`config.mk`:
```
export PLATFORM = sky130hd
export DESIGN_NAME = hjsd_mul
export DESIGN_NICKNAME = d
export VERILOG_FILES = /design/src/rtl/hjsd_pkg.sv /design/src/rtl/hjsd_mul.sv
export SDC_FILE = /design/constraint.sdc
export NUM_CORES = 2
export LEC_CHECK = 0
export BUFFER_PORTS_ARGS = -buffer_cell sky130_fd_sc_hd__buf_4
export CAP_MARGIN = 5
export CELL_PAD_IN_SITES_DETAIL_PLACEMENT = 1
export CELL_PAD_IN_SITES_GLOBAL_PLACEMENT = 1
export CORE_MARGIN = 2
export CORE_UTILIZATION = 45
export CTS_CLUSTER_DIAMETER = 150
export DETAILED_ROUTE_END_ITERATION = 16
export PLACE_DENSITY_LB_ADDON = 0.1
export SLEW_MARGIN = 5
export SYNTH_ARGS = -nofsm -noshare
export SYNTH_HDL_FRONTEND = slang
export SYNTH_SLANG_ARGS = --single-unit
```
`constraint.sdc`:
```
create_clock -name clk -period 10.5 [get_ports clk]
set_input_delay 3.15 -clock clk [delete_from_list [all_inputs] [get_ports clk]]
set_output_delay 3.15 -clock clk [all_outputs]
set_load 0.1 [all_outputs]
```
`src/rtl/hjsd_pkg.sv`:
```
// ============================================================================
// hjsd_pkg
// Shared types and fixed widths for the hex8 shape-derivative unit.
// ============================================================================
package hjsd_pkg;

    localparam int NODES  = 8;
    localparam int NAT_W  = 16;   // natural coordinate, Q1.14
    localparam int CRD_W  = 32;   // coordinate port width, Q16.16
    localparam int OUT_W  = 32;   // global derivative width
    localparam int DET_W  = 64;   // reported determinant width
    localparam int DN_W   = 34;   // dN/dnat, units 2^-31
    localparam int JAC_W  = 37;   // rounded Jacobian entry, units 2^-16
    localparam int A_W    = 76;   // multiplicand: coordinate, Jacobian or cofactor
    localparam int B_W    = 40;   // multiplier: dN/dnat or Jacobian
    localparam int ACC_W  = A_W + B_W;
    localparam int DIG_W  = 4;    // multiplier digit per cycle
    localparam int N_DIG  = B_W / DIG_W;
    localparam int QW     = 31;   // quotient bits below the saturation point

    localparam logic FUNC_LOAD = 1'b0;
    localparam logic FUNC_EVAL = 1'b1;

    typedef struct packed {
        logic                    func;
        logic [2:0]              node_index;
        logic signed [CRD_W-1:0] coord_x;
        logic signed [CRD_W-1:0] coord_y;
        logic signed [CRD_W-1:0] coord_z;
        logic signed [NAT_W-1:0] point_r;
        logic signed [NAT_W-1:0] point_s;
        logic signed [NAT_W-1:0] point_t;
    } hjsd_cmd_t;

    typedef struct packed {
        logic [2:0]              out_node;
        logic signed [OUT_W-1:0] dn_dx;
        logic signed [OUT_W-1:0] dn_dy;
        logic signed [OUT_W-1:0] dn_dz;
        logic signed [DET_W-1:0] jac_det;
        logic                    bad_geometry;
        logic                    last;
    } hjsd_result_t;

    typedef struct packed {
        logic start;   // load operands and run one product
        logic clr;     // clear the accumulator first
        logic sub;     // subtract the product instead of adding
    } hjsd_mul_ctl_t;

endpackage

```
`src/rtl/hjsd_mul.sv`:
```
// ============================================================================
// hjsd_mul
// Shared digit-serial multiply-accumulate unit, 4 multiplier bits per cycle.
// ============================================================================
module hjsd_mul
    import hjsd_pkg::*;
(
    input  logic                    clk,
    input  logic                    rst_n,
    input  hjsd_mul_ctl_t           ctl,
    input  logic signed [A_W-1:0]   a,
    input  logic signed [B_W-1:0]   b,
    output logic signed [ACC_W-1:0] acc,
    output logic                    done
);

    typedef enum logic [2:0] {
        M_IDLE = 3'b001,
        M_DIG  = 3'b010,
        M_ACC  = 3'b100
    } mstate_t;

    localparam int CNT_W = $clog2(N_DIG);

    mstate_t                  state_reg;
    logic [CNT_W-1:0]         cnt_reg;
    logic                     done_reg;
    logic                     sub_reg;
    logic signed [A_W-1:0]    a_reg;
    logic [B_W-1:0]           b_reg;
    logic signed [ACC_W-1:0]  p_reg;
    logic signed [ACC_W-1:0]  acc_reg;

    logic [DIG_W-1:0]         digit;
    logic signed [DIG_W:0]    dig_s;
    logic signed [A_W+DIG_W:0] part;
    logic signed [ACC_W-1:0]  p_next;

    always_comb
    begin
        digit  = b_reg[B_W-1 -: DIG_W];
        // top digit carries the sign, the rest are unsigned
        dig_s  = (cnt_reg == '0) ? {digit[DIG_W-1], digit} : {1'b0, digit};
        part   = a_reg * dig_s;
        p_next = (p_reg <<< DIG_W) + ACC_W'(part);
    end

    always_ff @(posedge clk or negedge rst_n)
    begin
        if (!rst_n)
        begin
            state_reg <= M_IDLE;
            cnt_reg   <= '0;
            done_reg  <= 1'b0;
        end
        else
        begin
            done_reg <= 1'b0;
            case (state_reg)
                M_IDLE:
                begin
                    if (ctl.start)
                    begin
                        cnt_reg   <= '0;
                        state_reg <= M_DIG;
                    end
                end
                M_DIG:
                begin
                    cnt_reg <= cnt_reg + 1'b1;
                    if (cnt_reg == CNT_W'(N_DIG - 1))
                        state_reg <= M_ACC;
                end
                M_ACC:
                begin
                    done_reg  <= 1'b1;
                    state_reg <= M_IDLE;
                end
                default:
                    state_reg <= M_IDLE;
            endcase
        end
    end

    always_ff @(posedge clk)
    begin
        case (state_reg)
            M_IDLE:
            begin
                if (ctl.start)
                begin
                    a_reg   <= a;
                    b_reg   <= b;
                    sub_reg <= ctl.sub;
                    p_reg   <= '0;
                    if (ctl.clr)
                        acc_reg <= '0;
                end
            end
            M_DIG:
            begin
                p_reg <= p_next;
                b_reg <= b_reg << DIG_W;
            end
            M_ACC:
                acc_reg <= sub_reg ? acc_reg - p_reg : acc_reg + p_reg;
            default:
                p_reg <= p_reg;
        endcase
    end

    assign acc  = acc_reg;
    assign done = done_reg;

endmodule

```
==> impl_metrics.py <==
metrics = {
    "detailed_routing": {
        "via_per_inst": 5.83,
        "wirelength_um": 156000,
        "antenna_left": 0,
        "wl_met1_um": 73600,
        "drtPass1Iterations": 6,
        "wl_per_cell_um": 23.7,
        "routed-via-count": 38533,
        "wl_met3_um": 8750,
        "top_layer": "met5",
        "drc_errors": 0,
        "dr_wl_met2_um": 68900,
        "drtIter0Drc": 2617,
    },
    "floorplanning": {
        "start_util_pct": 45.6,
        "dieArea_um2": 103000,
        "fp-row-count": 115,
        "die_w_um": 320,
        "ios": 238,
        "design.core.area_um2": 98700,
        "die_h_um": 320,
    },
    "logic_synthesis": {
        "synth_most_common_cell": "inv_1",
        "synthDistinctLibCells": 101,
        "netlist_instances": 5181,
        "netlist.area_leader.share_pct": 23.3,
        "ys_seq_area_share_pct": 23.7,
        "syn_area_um2": 45000,
        "synth.net_count": 6065,
        "yosysTopAreaCell": "edfxtp_1",
        "synth.avg_cell_area_um2": 8.69,
        "synth_edf_count": 349,
        "yosys-top-cells-area": "edfxtp_1 (23%), fa_1 (18%), ha_1 (9.8%)",
        "ys_top_cells_by_count": "inv_1 (684), nor2_1 (513), nand2_1 (413), a21oi_1 (412), fa_1 (412)",
        "synth-async-reset-ratio_pct": 2.24,
        "ys_seq_elements": 357,
        "ys.warnings.count": 0,
        "ys.flop_type": "edfxtp_1",
    },
    "clocking": {
        "cts.hold.buffers_added": 0,
        "root_buffer": "clkbuf_16",
        "cts_buffers": 51,
        "cts_sinks": 357,
        "post_cts_resize_count": 0,
        "cts_tree": "done",
        "post_cts_buffers": 0,
        "clkLatencyLatePin_ns": 0.66,
        "cts_max_level": 2,
        "clk_pin_slew_ns": 0.06,
        "max-clock-path-buffers": 3,
    },
    "setup_path": {
        "arrival_ns": 8.36,
        "start_kind": "register",
        "worstReg2RegStart": "cnt_reg[0]",
        "crit_path_end_kind": "register",
        "cp_max_fo": 44,
        "critical_path_class": "register to register",
        "slowest_delay_ns": 0.87,
        "cp.required_ns": 10.86,
        "reg2reg_slack_ns": 2.50,
        "critPathSlowestCell": "a2111oi_0",
        "crit_chain": "inv_1, ha_1, nand4bb_4, buf_4, nor2_1, fa_1, inv_1, fa_1, fa_1, inv_1, ha_1, ha_1, nand4_1, nor2_1, a31oi_1, a2111oi_0, o21ai_0, a31oi_1, a21oi_1, o31ai_1, xnor2_1, nor2_1",
        "reg2regPathDepth": 22,
        "worst_r2r_endpoint": "p_reg[75]",
    },
    "sta": {
        "clock.fmax_mhz": 125,
        "fin_ws_ns": 2.50,
        "clock_skew_ns": 0.0282,
        "setup_viol": 0,
        "min_period_ns": 8.00,
        "rsz0062_at_grt": "false",
        "max_slew_margin_pct": 29.3,
        "tns_ns": 0,
        "fin_crit_sh_pct": 76.2,
        "slew_violations": 0,
        "finalHoldViolCount": 0,
        "worst_slew_pin_slew_ns": 1.06,
    },
    "placed_design": {
        "gp_congestion": 0.957,
        "dpl.hpwl_um": 128000,
        "place_ws_ns": 2.63,
        "io_buffers": 237,
    },
    "worst_hold_path": {
        "worstHoldPathCells": 2,
        "hold_path.class": "register to register",
        "worst_hold_startpoint": "b_reg[29]",
        "min_to": "b_reg[33]",
    },
    "grt": {
        "grt_pass1_wl_um": 242000,
        "grt_pass1_vias": 40119,
        "antenna_found_initial": 7,
        "grt_overflow": 0,
        "grt_max_degree": 90,
        "grtUsageTotal_pct": 30.5,
    },
    "finish": {
        "syn_to_final_growth_pct": 10.4,
        "layout-drive-gt1-share_pct": 7.70,
        "final_nets": 6168,
    },
    "outcome": {
        "run_status": "finished clean",
    },
    "flow_run": {
        "max_cap_viol_count": 0,
    },
}
metal layers:
| layer | global-route usage (%) | up-vias |
|---|---|---|
| met5 | 0 | - |
| met4 | 9.74 | 6 |
| met3 | 3.66 | 229 |
| met2 | 47.3 | 1046 |
| met1 | 44.4 | 19475 |
| li1 | - | 17777 |
worst max-delay path: cells and delay by family, from the launching register on:
family                   cells  cell delay [ns]
AO/OA/AOI/OAI                6             2.82
adder cells (fa/ha/maj)      6             2.26
AND/OR/NAND/NOR              5             1.15
buffers and inverters        4             0.77
flip-flops                   1             0.46
XOR/XNOR                     1             0.19
how the worst max path moves through the flow:
stage	from	endpoint	slack, ns	depth (start not counted)
after floorplan	ctl[2]	b_reg[0]	0.25	4
after global placement	cnt_reg[0]	p_reg[75]	2.84	22
after detailed placement	cnt_reg[0]	p_reg[75]	2.63	22
after CTS	cnt_reg[0]	p_reg[75]	2.60	22
after global routing	cnt_reg[0]	p_reg[75]	2.19	22
final	cnt_reg[0]	p_reg[75]	2.50	22
cells in the final DEF, fill, tap and decap left out, drive strengths merged, types with 13 or more instances in the layout:
| master | count |
|---|---|
| inv | 686 |
| nor2 | 514 |
| nand2 | 414 |
| a21oi | 412 |
| fa | 412 |
| ha | 351 |
| edfxtp | 349 |
| and2 | 329 |
| buf | 263 |
| xnor2 | 221 |
| o21ai | 209 |
| nor3 | 135 |
| nand4 | 120 |
| a21o | 93 |
| o21bai | 76 |
| xor2 | 70 |
| o21a | 69 |
| clkbuf | 62 |
| nand3 | 55 |
| a31oi | 38 |
| nor4 | 31 |
| a211oi | 28 |
| and3 | 26 |
| o211ai | 26 |
| or3 | 23 |
| nand2b | 23 |
| a21boi | 20 |
| nor3b | 18 |
| o31ai | 16 |
| nor2b | 16 |
| or2 | 16 |
| a221oi | 15 |
| and4 | 13 |
| clkinv | 13 |
cells by family (layout without fill, tap and decap cells):
kind of cell               count (synthesis)  after routing  synth area share [%]
xor gates and xnor gates                 291            291                  5.68
adders and majority gates                763            763                  28.1
muxes                                      9              9                 0.203
AOI/OAI and AO/OA                       1099           1099                  15.3
buffers and inverters                    899           1041                  7.55
other                                      0              1                     0
DFF                                      357            357                  23.7
and+or+nand+nor                         1763           1763                  19.4
metrics by stage:
step	utilization, %	area, um^2	std cells	hold slack, ns
after floorplan	-	45000	5181	0.458
after global placement	48.5	47800	6517	0.487
after global routing	50.3	49700	6611	0.524
after detailed placement	48.5	47800	6517	0.500
final	50.3	49700	6611	0.508
after CTS	50.3	49700	6609	0.513
final cells by class:
class | count | area (um^2)
Multi-Input combinational cell | 3925 | 31000
Timing Repair Buffer | 263 | 2010
Clock inverter | 30 | 479
Fill cell | 11570 | 49000
Tap cell | 1287 | 1610
Antenna cell | 1 | 2.50
Inverter | 686 | 2580
Clock buffer | 62 | 1350
Sequential cell | 357 | 10700
Power is left out: the tool's default activity adds up to more than one toggle a clock period on the data nets, which glitch-free logic cannot reach.
