`config.mk`:
```
export PLATFORM = sky130hd
export DESIGN_NAME = hjsd_div
export DESIGN_NICKNAME = d
export VERILOG_FILES = /design/src/rtl/hjsd_pkg.sv /design/src/rtl/hjsd_div.sv
export SDC_FILE = /design/constraint.sdc
export NUM_CORES = 1
export LEC_CHECK = 0
export BUFFER_PORTS_ARGS = -buffer_cell sky130_fd_sc_hd__buf_2
export CAP_MARGIN = 20
export CORE_ASPECT_RATIO = 1.75
export CORE_MARGIN = 8
export CORE_UTILIZATION = 67
export CTS_CLUSTER_DIAMETER = 120
export CTS_CLUSTER_SIZE = 14
export DETAILED_ROUTE_END_ITERATION = 10
export GPL_TIMING_DRIVEN = 0
export PLACE_DENSITY_LB_ADDON = 0.15
export REMOVE_ABC_BUFFERS = 1
export SYNTH_ARGS = -nofsm -noshare
export SYNTH_HDL_FRONTEND = slang
export SYNTH_SLANG_ARGS = --single-unit
export TNS_END_PERCENT = 30
```
`constraint.sdc`:
```
create_clock -name clk -period 20.6 [get_ports clk]
set_input_delay 1.03 -clock clk [delete_from_list [all_inputs] [get_ports clk]]
set_output_delay 1.03 -clock clk [all_outputs]
set_load 0.02 [all_outputs]
```
`src/rtl/hjsd_pkg.sv`:
```
// ============================================================================
// hjsd_pkg
// Shared types and fixed widths for the hex8 shape-derivative unit.
// ============================================================================
package hjsd_pkg;

    localparam int NODES  = 8;
    localparam int NAT_W  = 16;   // natural coordinate, Q1.14
    localparam int CRD_W  = 32;   // coordinate port width, Q16.16
    localparam int OUT_W  = 32;   // global derivative width
    localparam int DET_W  = 64;   // reported determinant width
    localparam int DN_W   = 34;   // dN/dnat, units 2^-31
    localparam int JAC_W  = 37;   // rounded Jacobian entry, units 2^-16
    localparam int A_W    = 76;   // multiplicand: coordinate, Jacobian or cofactor
    localparam int B_W    = 40;   // multiplier: dN/dnat or Jacobian
    localparam int ACC_W  = A_W + B_W;
    localparam int DIG_W  = 4;    // multiplier digit per cycle
    localparam int N_DIG  = B_W / DIG_W;
    localparam int QW     = 31;   // quotient bits below the saturation point

    localparam logic FUNC_LOAD = 1'b0;
    localparam logic FUNC_EVAL = 1'b1;

    typedef struct packed {
        logic                    func;
        logic [2:0]              node_index;
        logic signed [CRD_W-1:0] coord_x;
        logic signed [CRD_W-1:0] coord_y;
        logic signed [CRD_W-1:0] coord_z;
        logic signed [NAT_W-1:0] point_r;
        logic signed [NAT_W-1:0] point_s;
        logic signed [NAT_W-1:0] point_t;
    } hjsd_cmd_t;

    typedef struct packed {
        logic [2:0]              out_node;
        logic signed [OUT_W-1:0] dn_dx;
        logic signed [OUT_W-1:0] dn_dy;
        logic signed [OUT_W-1:0] dn_dz;
        logic signed [DET_W-1:0] jac_det;
        logic                    bad_geometry;
        logic                    last;
    } hjsd_result_t;

    typedef struct packed {
        logic start;   // load operands and run one product
        logic clr;     // clear the accumulator first
        logic sub;     // subtract the product instead of adding
    } hjsd_mul_ctl_t;

endpackage

```
`src/rtl/hjsd_div.sv`:
```
// ============================================================================
// hjsd_div
// Restoring divider, one quotient bit per cycle, rounds 2*num/den to nearest.
// ============================================================================
module hjsd_div
    import hjsd_pkg::*;
(
    input  logic                    clk,
    input  logic                    rst_n,
    input  logic                    start,
    input  logic signed [ACC_W-1:0] num,
    input  logic [ACC_W-1:0]        den,   // positive
    output logic signed [OUT_W-1:0] quot,
    output logic                    done
);

    typedef enum logic [3:0] {
        V_IDLE = 4'b0001,
        V_PREP = 4'b0010,
        V_ITER = 4'b0100,
        V_FIN  = 4'b1000
    } vstate_t;

    localparam int UW    = ACC_W + 2;
    localparam int CNT_W = $clog2(QW);

    vstate_t               state_reg;
    logic [CNT_W-1:0]      cnt_reg;
    logic                  done_reg;
    logic                  neg_reg;
    logic                  sat_reg;
    logic [UW-1:0]         n_reg;
    logic [UW-1:0]         den_reg;
    logic [UW-1:0]         rem_reg;
    logic [QW-1:0]         nlow_reg;
    logic [QW-1:0]         q_reg;
    logic signed [OUT_W-1:0] quot_reg;

    logic [ACC_W-1:0]      mag;
    logic [UW-1:0]         hi_part;
    logic [UW:0]           trial;
    logic                  ge;
    logic [OUT_W-1:0]      q_ext;

    always_comb
    begin
        mag     = num[ACC_W-1] ? (~num + 1'b1) : num;
        hi_part = UW'(n_reg[UW-1:QW]);
        trial   = {rem_reg, nlow_reg[QW-1]};
        ge      = trial >= {1'b0, den_reg};
        q_ext   = {1'b0, q_reg};
    end

    always_ff @(posedge clk or negedge rst_n)
    begin
        if (!rst_n)
        begin
            state_reg <= V_IDLE;
            cnt_reg   <= '0;
            done_reg  <= 1'b0;
        end
        else
        begin
            done_reg <= 1'b0;
            case (state_reg)
                V_IDLE:
                    if (start)
                        state_reg <= V_PREP;
                V_PREP:
                begin
                    cnt_reg   <= '0;
                    state_reg <= (hi_part >= den_reg) ? V_FIN : V_ITER;
                end
                V_ITER:
                begin
                    cnt_reg <= cnt_reg + 1'b1;
                    if (cnt_reg == CNT_W'(QW - 1))
                        state_reg <= V_FIN;
                end
                V_FIN:
                begin
                    done_reg  <= 1'b1;
                    state_reg <= V_IDLE;
                end
                default:
                    state_reg <= V_IDLE;
            endcase
        end
    end

    always_ff @(posedge clk)
    begin
        case (state_reg)
            V_IDLE:
            begin
                if (start)
                begin
                    // floor((4*|num| + den) / (2*den))
                    neg_reg <= num[ACC_W-1];
                    n_reg   <= (UW'(mag) << 2) + UW'(den);
                    den_reg <= UW'(den) << 1;
                end
            end
            V_PREP:
            begin
                sat_reg  <= hi_part >= den_reg;
                rem_reg  <= hi_part;
                nlow_reg <= n_reg[QW-1:0];
                q_reg    <= '0;
            end
            V_ITER:
            begin
                rem_reg  <= ge ? UW'(trial - {1'b0, den_reg}) : trial[UW-1:0];
                q_reg    <= {q_reg[QW-2:0], ge};
                nlow_reg <= nlow_reg << 1;
            end
            V_FIN:
            begin
                if (sat_reg)
                    quot_reg <= neg_reg ? {1'b1, {(OUT_W-1){1'b0}}}
                                        : {1'b0, {(OUT_W-1){1'b1}}};
                else
                    quot_reg <= neg_reg ? (~q_ext + 1'b1) : q_ext;
            end
            default:
                quot_reg <= quot_reg;
        endcase
    end

    assign quot = quot_reg;
    assign done = done_reg;

endmodule
```
==> results.rst, run 1 <==
.. list-table::
   :header-rows: 1

   * - Metric
     - Value
   * - Wire length of the first global-routing pass
     - 186 mm
   * - Post-detailed-route wirelength per cell
     - 24.7 um
   * - Total detailed-routing wirelength
     - 125 mm
   * - Post-detailed-placement cell area
     - 39100 um2
   * - Global-route usage over all layers
     - 38.0%
   * - Part of the Yosys area used for sequential elements
     - 36.8%
   * - Number of optimization iterations in the first detailed-route pass
     - 6
   * - Unrepaired setup endpoints after global routing
     - no
   * - Number of pins with negative max-slew slack in the final report
     - 0
   * - Number of DRC violations after detailed-routing iteration 0
     - 2945
   * - Final instance area
     - 40100 um2
   * - Worst setup path category
     - primary input to flip-flop
   * - Number of flops mapped to enable cells by yosys
     - 446
   * - Cell Count, Final, Fillers Out
     - 5053
   * - Total negative slack for setup checks
     - 0 ns
   * - Share of synthesized registers carrying an async set or reset
     - 2.19%
   * - Area of the core
     - 54900 um2
   * - Largest voltage drop on the vdd net
     - 0.0000679 V
   * - Number of cells after detailed placement
     - 4998
   * - Cell Rows
     - 114
   * - H-tree levels
     - 2
   * - Worst-skew pair later-pin latency
     - 0.59 ns
   * - TritonCTS clock tree
     - yes
   * - CTS Hold Buffers Added
     - 0
   * - Buffer type at the clock tree root
     - sky130_fd_sc_hd__clkbuf_16
   * - Final hold violations
     - 0
   * - Top flip-flop cell by instance count after synthesis
     - sky130_fd_sc_hd__edfxtp_1
   * - Number of CTS-inserted buffers
     - 38
   * - Clock-pin slew of the registers on the worst-case setup and hold paths
     - 0.07 ns
   * - Category of the worst setup path capture point
     - flip-flop
   * - Floorplan die area
     - 63400 um2
   * - Final setup vio count
     - 0
   * - Number of cells upsized or downsized after cts
     - 0
   * - Via count of the first global-routing pass
     - 33700
   * - Setup Buffers After CTS
     - 0
   * - Number of top-level design ports
     - 268
   * - Crit-path max FO
     - 13
   * - Number of synthesized register bits
     - 456
   * - Net count, final
     - 4920
   * - Lkg Pwr
     - 16.7 nW
   * - Sink count of the clock tree
     - 456
   * - Starting utilization of the core area
     - 67.5%
   * - Share of cells above drive strength 1
     - 9.14%
   * - Share of the clock period used by the worst path
     - 42.2%
   * - Mapped cell area
     - 37000 um2
   * - Syn avg cell area
     - 8.84 um2
   * - Pwr dens
     - 109 nW/um2
   * - # DRC
     - 0
   * - Main area contributors after synthesis
     - sky130_fd_sc_hd__edfxtp_1 (36%), sky130_fd_sc_hd__ha_1 (11%), sky130_fd_sc_hd__a21oi_1 (6.1%), sky130_fd_sc_hd__xnor2_1 (5.6%), sky130_fd_sc_hd__o21ai_0 (4.7%)
   * - Vias per cell
     - 6.71
   * - Height of the die
     - 327 um
   * - Die Width
     - 194 um
   * - Clock period minus worst slack
     - 8.70 ns
   * - Number of standard cells after synthesis
     - 4193
   * - Largest net degree at the start of global routing
     - 126
   * - Hold Crit Class
     - primary input to async pin
   * - Detailed placer's ending HPWL
     - 99.7 mm
   * - Fmax
     - 0.115 GHz
   * - Total number of vias
     - 33900
   * - Final antenna-violating net count
     - 0
   * - Count of yosys warnings during synthesis
     - 0
   * - Maximum buffer depth of the clock tree
     - 3
   * - Startpoint type of the worst setup path
     - primary input
   * - Crit path DAT
     - 9.06 ns
   * - Number of antenna violations at the first check in global routing
     - 7
   * - Yosys cell types
     - 83
   * - Req. time, crit path
     - 20.96 ns
   * - Routability-driven placement congestion ratio
     - 1.04
   * - Commonest non-fill, non-tap cell in the layout
     - sky130_fd_sc_hd__nand2_1
   * - Quantity of I/O buffers inserted on ports
     - 267
   * - Top library cells by usage in the layout, fill and taps aside
     - sky130_fd_sc_hd__nand2_1 (455), sky130_fd_sc_hd__a21oi_1 (448), sky130_fd_sc_hd__edfxtp_1 (446)
   * - Worst slew pin tran
     - 1.13 ns
   * - Power Total
     - 4.38 mW
   * - Largest area contributor in the netlist
     - sky130_fd_sc_hd__edfxtp_1
   * - Area added between synthesis and finish
     - 8.33%
   * - Final standard cell utilization of the core
     - 73.1%
   * - Worst rel slew slack
     - 24.6%
   * - Result of the run
     - finished clean
   * - Setup skew after layout
     - 0.0492 ns
   * - GRT overflow
     - 0
   * - Number of max-cap violations
     - 0
   * - Share of Yosys cell area claimed by the top area cell type
     - 36.2%
[cells by family after synthesis]
kind of cell | count (synthesis) | synth area share (%)
muxes | 29 | 0.784
and+or+nand+nor | 1325 | 17.2
buffers and inverters | 388 | 3.93
xor gates and xnor gates | 342 | 8.09
adders and majority gates | 342 | 11.6
AOI/OAI and AO/OA | 1311 | 21.6
DFF | 456 | 36.8
[layer usage]
layer	GRT usage [%]	routed length [um]	vias to the layer above
met5	0	15	-
met4	33.3	12600	2
met3	5.82	8480	567
met2	69.3	63400	1685
met1	37.0	40500	15900
li1	-	-	15700
[final cells by class]
cell class | count | area, um2
Timing Repair Buffer | 293 | 1800
Clock inverter | 3 | 37.5
Inverter | 205 | 777
Clock buffer | 47 | 1010
Sequential cell | 456 | 13600
Tap cell | 696 | 871
Antenna cell | 4 | 10.0
Fill cell | 4289 | 14800
Multi-Input combinational cell | 3349 | 22000
[power breakdown]
group / total (mW) / switching [mW] / internal [mW]
combinational: 2.21 / 1.41 / 0.803
sequential: 1.48 / 0.150 / 1.33
clock: 0.684 / 0.339 / 0.344
total: 4.38 / 1.90 / 2.48
[critical path: stages]
cell,delay [ns]
sky130_fd_sc_hd__buf_2,0.13
sky130_fd_sc_hd__or4_1,0.59
sky130_fd_sc_hd__nor3_1,0.44
sky130_fd_sc_hd__nand4_1,0.47
sky130_fd_sc_hd__or2_4,0.45
sky130_fd_sc_hd__nand3b_4,0.21
sky130_fd_sc_hd__nor4_4,0.52
sky130_fd_sc_hd__nand2_2,0.12
sky130_fd_sc_hd__or4_4,0.48
sky130_fd_sc_hd__or3_4,0.37
sky130_fd_sc_hd__nand2_1,0.09
sky130_fd_sc_hd__xnor2_1,0.07
sky130_fd_sc_hd__ha_1,0.55
sky130_fd_sc_hd__nand4_1,0.24
sky130_fd_sc_hd__nor3_1,0.46
sky130_fd_sc_hd__nand4_1,0.35
sky130_fd_sc_hd__nor2_1,0.17
sky130_fd_sc_hd__nand2_1,0.06
sky130_fd_sc_hd__o32a_1,0.29
sky130_fd_sc_hd__a2111oi_0,0.63
sky130_fd_sc_hd__o311ai_0,0.27
sky130_fd_sc_hd__nand2_1,0.21
sky130_fd_sc_hd__a211oi_1,0.11
sky130_fd_sc_hd__o41ai_1,0.41
sky130_fd_sc_hd__xor2_1,0.32
[final timing paths]
| check | start | end | slack, ns | cells past startpoint |
|---|---|---|---|---|
| max reg2reg | n_reg[0]$_DFFE_PP_ | rem_reg[113]$_SDFFCE_PN0P_ | 15.41 | 16 |
| max | num[9] | n_reg[115]$_DFFE_PP_ | 11.90 | 25 |
| min in group clk | n_reg[27]$_DFFE_PP_ | nlow_reg[27]$_DFFE_PP_ | 0.50 | 2 |
| min | rst_n | cnt_reg[2]$_DFFE_PN0P_ | 0.31 | 1 |
| max in group asynchronous | rst_n | state_reg[0]$_DFFE_PN1P_ | 20.03 | 1 |
| min reg2reg | n_reg[27]$_DFFE_PP_ | nlow_reg[27]$_DFFE_PP_ | 0.50 | 2 |
[per-stage QoR]
step,worst slack (ns),hold slack [ns]
floorplan,8.99,0.478
global placement,2.97,0.492
detailed placement,11.60,0.500
CTS,12.17,0.307
global route,11.66,0.311
finish,11.90,0.309
[synth_stat cells (7+ instances only)]
library cell,count
sky130_fd_sc_hd__o31ai_1,49
sky130_fd_sc_hd__xor2_1,107
sky130_fd_sc_hd__a21oi_1,448
sky130_fd_sc_hd__a31o_2,7
sky130_fd_sc_hd__nand4_1,129
sky130_fd_sc_hd__buf_1,9
sky130_fd_sc_hd__nor3b_1,11
sky130_fd_sc_hd__o21a_1,28
sky130_fd_sc_hd__o21bai_1,59
sky130_fd_sc_hd__o211ai_1,16
sky130_fd_sc_hd__nand2b_1,42
sky130_fd_sc_hd__a31oi_1,32
sky130_fd_sc_hd__edfxtp_1,446
sky130_fd_sc_hd__nor2_1,321
sky130_fd_sc_hd__nand2_1,455
sky130_fd_sc_hd__inv_1,204
sky130_fd_sc_hd__o22ai_1,14
sky130_fd_sc_hd__o21ba_2,7
sky130_fd_sc_hd__clkbuf_1,174
sky130_fd_sc_hd__o41ai_1,15
sky130_fd_sc_hd__dfrtp_1,9
sky130_fd_sc_hd__nor3_1,71
sky130_fd_sc_hd__nor4_1,37
sky130_fd_sc_hd__o31a_1,8
sky130_fd_sc_hd__a211oi_1,21
sky130_fd_sc_hd__o221ai_1,7
sky130_fd_sc_hd__and3_1,21
sky130_fd_sc_hd__nand3_1,48
sky130_fd_sc_hd__ha_1,340
sky130_fd_sc_hd__nor2b_1,36
sky130_fd_sc_hd__a21o_1,162
sky130_fd_sc_hd__a21boi_0,14
sky130_fd_sc_hd__o21ai_0,345
sky130_fd_sc_hd__mux2i_1,29
sky130_fd_sc_hd__xnor2_1,235
sky130_fd_sc_hd__a221oi_1,14
sky130_fd_sc_hd__or3_1,39
sky130_fd_sc_hd__or4_1,20
sky130_fd_sc_hd__or2_2,20
sky130_fd_sc_hd__and2_1,41
No activity file was read; power rests on OpenSTA's default activity.
==> inputs of run 2 (changes only) <==
CORE_UTILIZATION = 62   (was 67)
clock period = 8.4 ns   (was 20.6 ns; I/O delays follow)
==> run 2 against run 1 <==
Global-route usage fell by 2.9 points. Total power rose by 150%. Register-to-register slack got worse by 13 ns. Combinational power rose by 150%. Sequential power rose by 150%.
==> results.rst, run 2 (synthesis results as in run 1) <==
.. list-table::
   :header-rows: 1

   * - Metric
     - Value
   * - Via count of the first global-routing pass
     - 33500
   * - Largest net degree at the start of global routing
     - 123
   * - Vias per cell
     - 6.55
   * - Portion of total power attributed to sequential cells
     - 33.9%
   * - Worst rel slew slack
     - 24.5%
   * - Crit path DAT
     - 8.14 ns
   * - Number of antenna violations at the first check in global routing
     - 7
   * - Highest metal layer used by the detailed router
     - met5
   * - Part of the total power dissipated in combinational logic
     - 50.5%
   * - Total detailed-routing wirelength
     - 125 mm
   * - Buffer type at the clock tree root
     - sky130_fd_sc_hd__clkbuf_16
   * - Number of CTS-inserted buffers
     - 38
   * - Worst setup path category
     - primary input to flip-flop
   * - Number of DRC violations after detailed-routing iteration 0
     - 2520
   * - Top library cells by usage in the layout, fill and taps aside
     - sky130_fd_sc_hd__nand2_1 (455), sky130_fd_sc_hd__a21oi_1 (448), sky130_fd_sc_hd__edfxtp_1 (446)
   * - Floorplan die area
     - 68100 um2
   * - WL met3
     - 8.07 mm
   * - Setup skew after layout
     - 0.0410 ns
   * - Area taken by flip-flops and latches
     - 13600 um2
   * - TritonCTS clock tree
     - yes
   * - Detailed placer's ending HPWL
     - 101 mm
   * - Final antenna-violating net count
     - 0
   * - # DRC
     - 0
   * - Starting utilization of the core area
     - 62.6%
   * - Multi-input gate area in the final layout
     - 22000 um2
   * - Routability-driven placement congestion ratio
     - 0.999
   * - Quantity of I/O buffers inserted on ports
     - 267
   * - Wire length on met2
     - 63.8 mm
   * - Net count, final
     - 4923
   * - Number of pins with negative max-slew slack in the final report
     - 0
   * - Total negative slack for setup checks
     - 0 ns
   * - Number of optimization iterations in the first detailed-route pass
     - 8
   * - Pwr dens
     - 266 nW/um2
   * - Height of the die
     - 339 um
   * - Maximum buffer depth of the clock tree
     - 3
   * - Sink count of the clock tree
     - 456
   * - Internal power
     - 6.09 mW
   * - Fmax
     - 0.127 GHz
   * - Number of fill cells in the layout
     - 5051
   * - Hold Crit Class
     - primary input to flip-flop
   * - Cell Rows
     - 118
   * - Post-detailed-route wirelength per cell
     - 24.4 um
   * - Crit-path max FO
     - 13
   * - Largest voltage drop on the vdd net
     - 0.000197 V
   * - Area added between synthesis and finish
     - 8.82%
   * - Commonest non-fill, non-tap cell in the layout
     - sky130_fd_sc_hd__nand2_1
   * - CP peak stage delay
     - 0.62 ns
   * - Total number of vias
     - 33700
   * - Wire length of the first global-routing pass
     - 186 mm
   * - Global-route usage over all layers
     - 35.1%
   * - H-tree levels
     - 2
   * - Unrepaired setup endpoints after global routing
     - no
   * - Net Switching
     - 4.64 mW
   * - Hold Slack
     - 0.0246 ns
   * - Switching power share of the total
     - 43.3%
   * - GRT overflow
     - 0
   * - Setup Buffers After CTS
     - 0
   * - Final setup vio count
     - 0
   * - Clock period minus worst slack
     - 7.86 ns
   * - Power Total
     - 10.7 mW
   * - Die Width
     - 201 um
   * - Req. time, crit path
     - 8.69 ns
   * - Met1 layer wirelength in the final routing
     - 40.9 mm
   * - Number of top-level design ports
     - 268
   * - Share of cells above drive strength 1
     - 9.21%
   * - Startpoint type of the worst setup path
     - primary input
   * - Worst-skew pair later-pin latency
     - 0.59 ns
   * - Number of max-cap violations
     - 0
   * - Area of the core
     - 59200 um2
   * - Slowest stage cell, crit path
     - sky130_fd_sc_hd__a2111oi_0
   * - Clock-pin slew of the registers on the worst-case setup and hold paths
     - 0.07 ns
   * - Lkg Pwr
     - 16.7 nW
   * - Result of the run
     - finished clean
   * - Part of the total power dissipated in the clock network
     - 15.6%
   * - Worst slew pin tran
     - 1.12 ns
   * - Share of the clock period used by the worst path
     - 93.5%
   * - Final hold violations
     - 0
   * - Category of the worst setup path capture point
     - flip-flop
-- run 2: cell types whose count changed in the layout (fill, tap and decap cells not counted), sizes merged --
cell         before  now
dlygate4sd3       0    1
diode             4    3
buf             293  295
-- run 2: what timing repair did --
item,CTS,global route
resized for setup,0,1
hold buffers,1,0
hold endpoints to repair,10,0
setup endpoints to repair,0,1
-- run 2: metal layers --
| layer | GRT usage (%) | vias up |
|---|---|---|
| li1 | - | 15700 |
| met1 | 34.1 | 15900 |
| met2 | 63.9 | 1520 |
| met3 | 5.71 | 484 |
| met4 | 30.5 | 4 |
| met5 | 0 | - |
-- run 2: cell type report --
type	instances	share of cell area, %
diodes	3	0.0186
clock buffers	47	2.50
clock inverters	3	0.0931
inverters	205	1.93
multi-input cells	3349	54.5
flip-flops and latches	456	33.8
well taps	780	2.42
repair buffers	296	4.65
-- run 2: critical path, delay by kind of cell --
family / cells / cell delay [ns]
adder cells (fa/ha/maj): 1 / 0.52
AND/OR/NAND/NOR: 16 / 5.05
AO/OA/AOI/OAI: 5 / 1.82
XOR/XNOR: 2 / 0.20
buffers and inverters: 1 / 0.11
-- run 2: worst paths after layout --
kind / from / endpoint / slack, ns / cells past startpoint
worst max register to register: n_reg[0]$_DFFE_PP_ / rem_reg[113]$_SDFFCE_PN0P_ / 2.64 / 16
worst max-delay path: num[15] / n_reg[115]$_DFFE_PP_ / 0.54 / 25
worst min-delay path: den[1] / n_reg[1]$_DFFE_PP_ / 0.02 / 1
worst min register to register: n_reg[24]$_DFFE_PP_ / nlow_reg[24]$_DFFE_PP_ / 0.51 / 2
max in group asynchronous: rst_n / state_reg[0]$_DFFE_PN1P_ / 7.91 / 2
min in group asynchronous: rst_n / state_reg[1]$_DFFE_PN0P_ / 0.24 / 2
-- run 2: stage by stage --
step | worst slack (ns) | instance area (um2) | util [%] | cells
after CTS | 0.412 | 40300 | 68.0 | 5135
after floorplan | -2.99 | 36400 | - | 4010
after detailed placement | -0.154 | 39200 | 66.2 | 5084
after global routing | 0.157 | 40300 | 68.1 | 5137
final | 0.543 | 40300 | 68.1 | 5139
after global placement | -9.58 | 38700 | 65.3 | 5057
-- run 2: power by group through the flow --
stage,Clock (mW),Combinational [mW],Sequential [mW]
CTS,1.69,5.31,3.61
finish,1.68,5.42,3.63
floorplan,0,3.75,3.65
detailed placement,0,5.26,3.65
global placement,0,5.12,3.89
global route,1.76,5.90,3.66
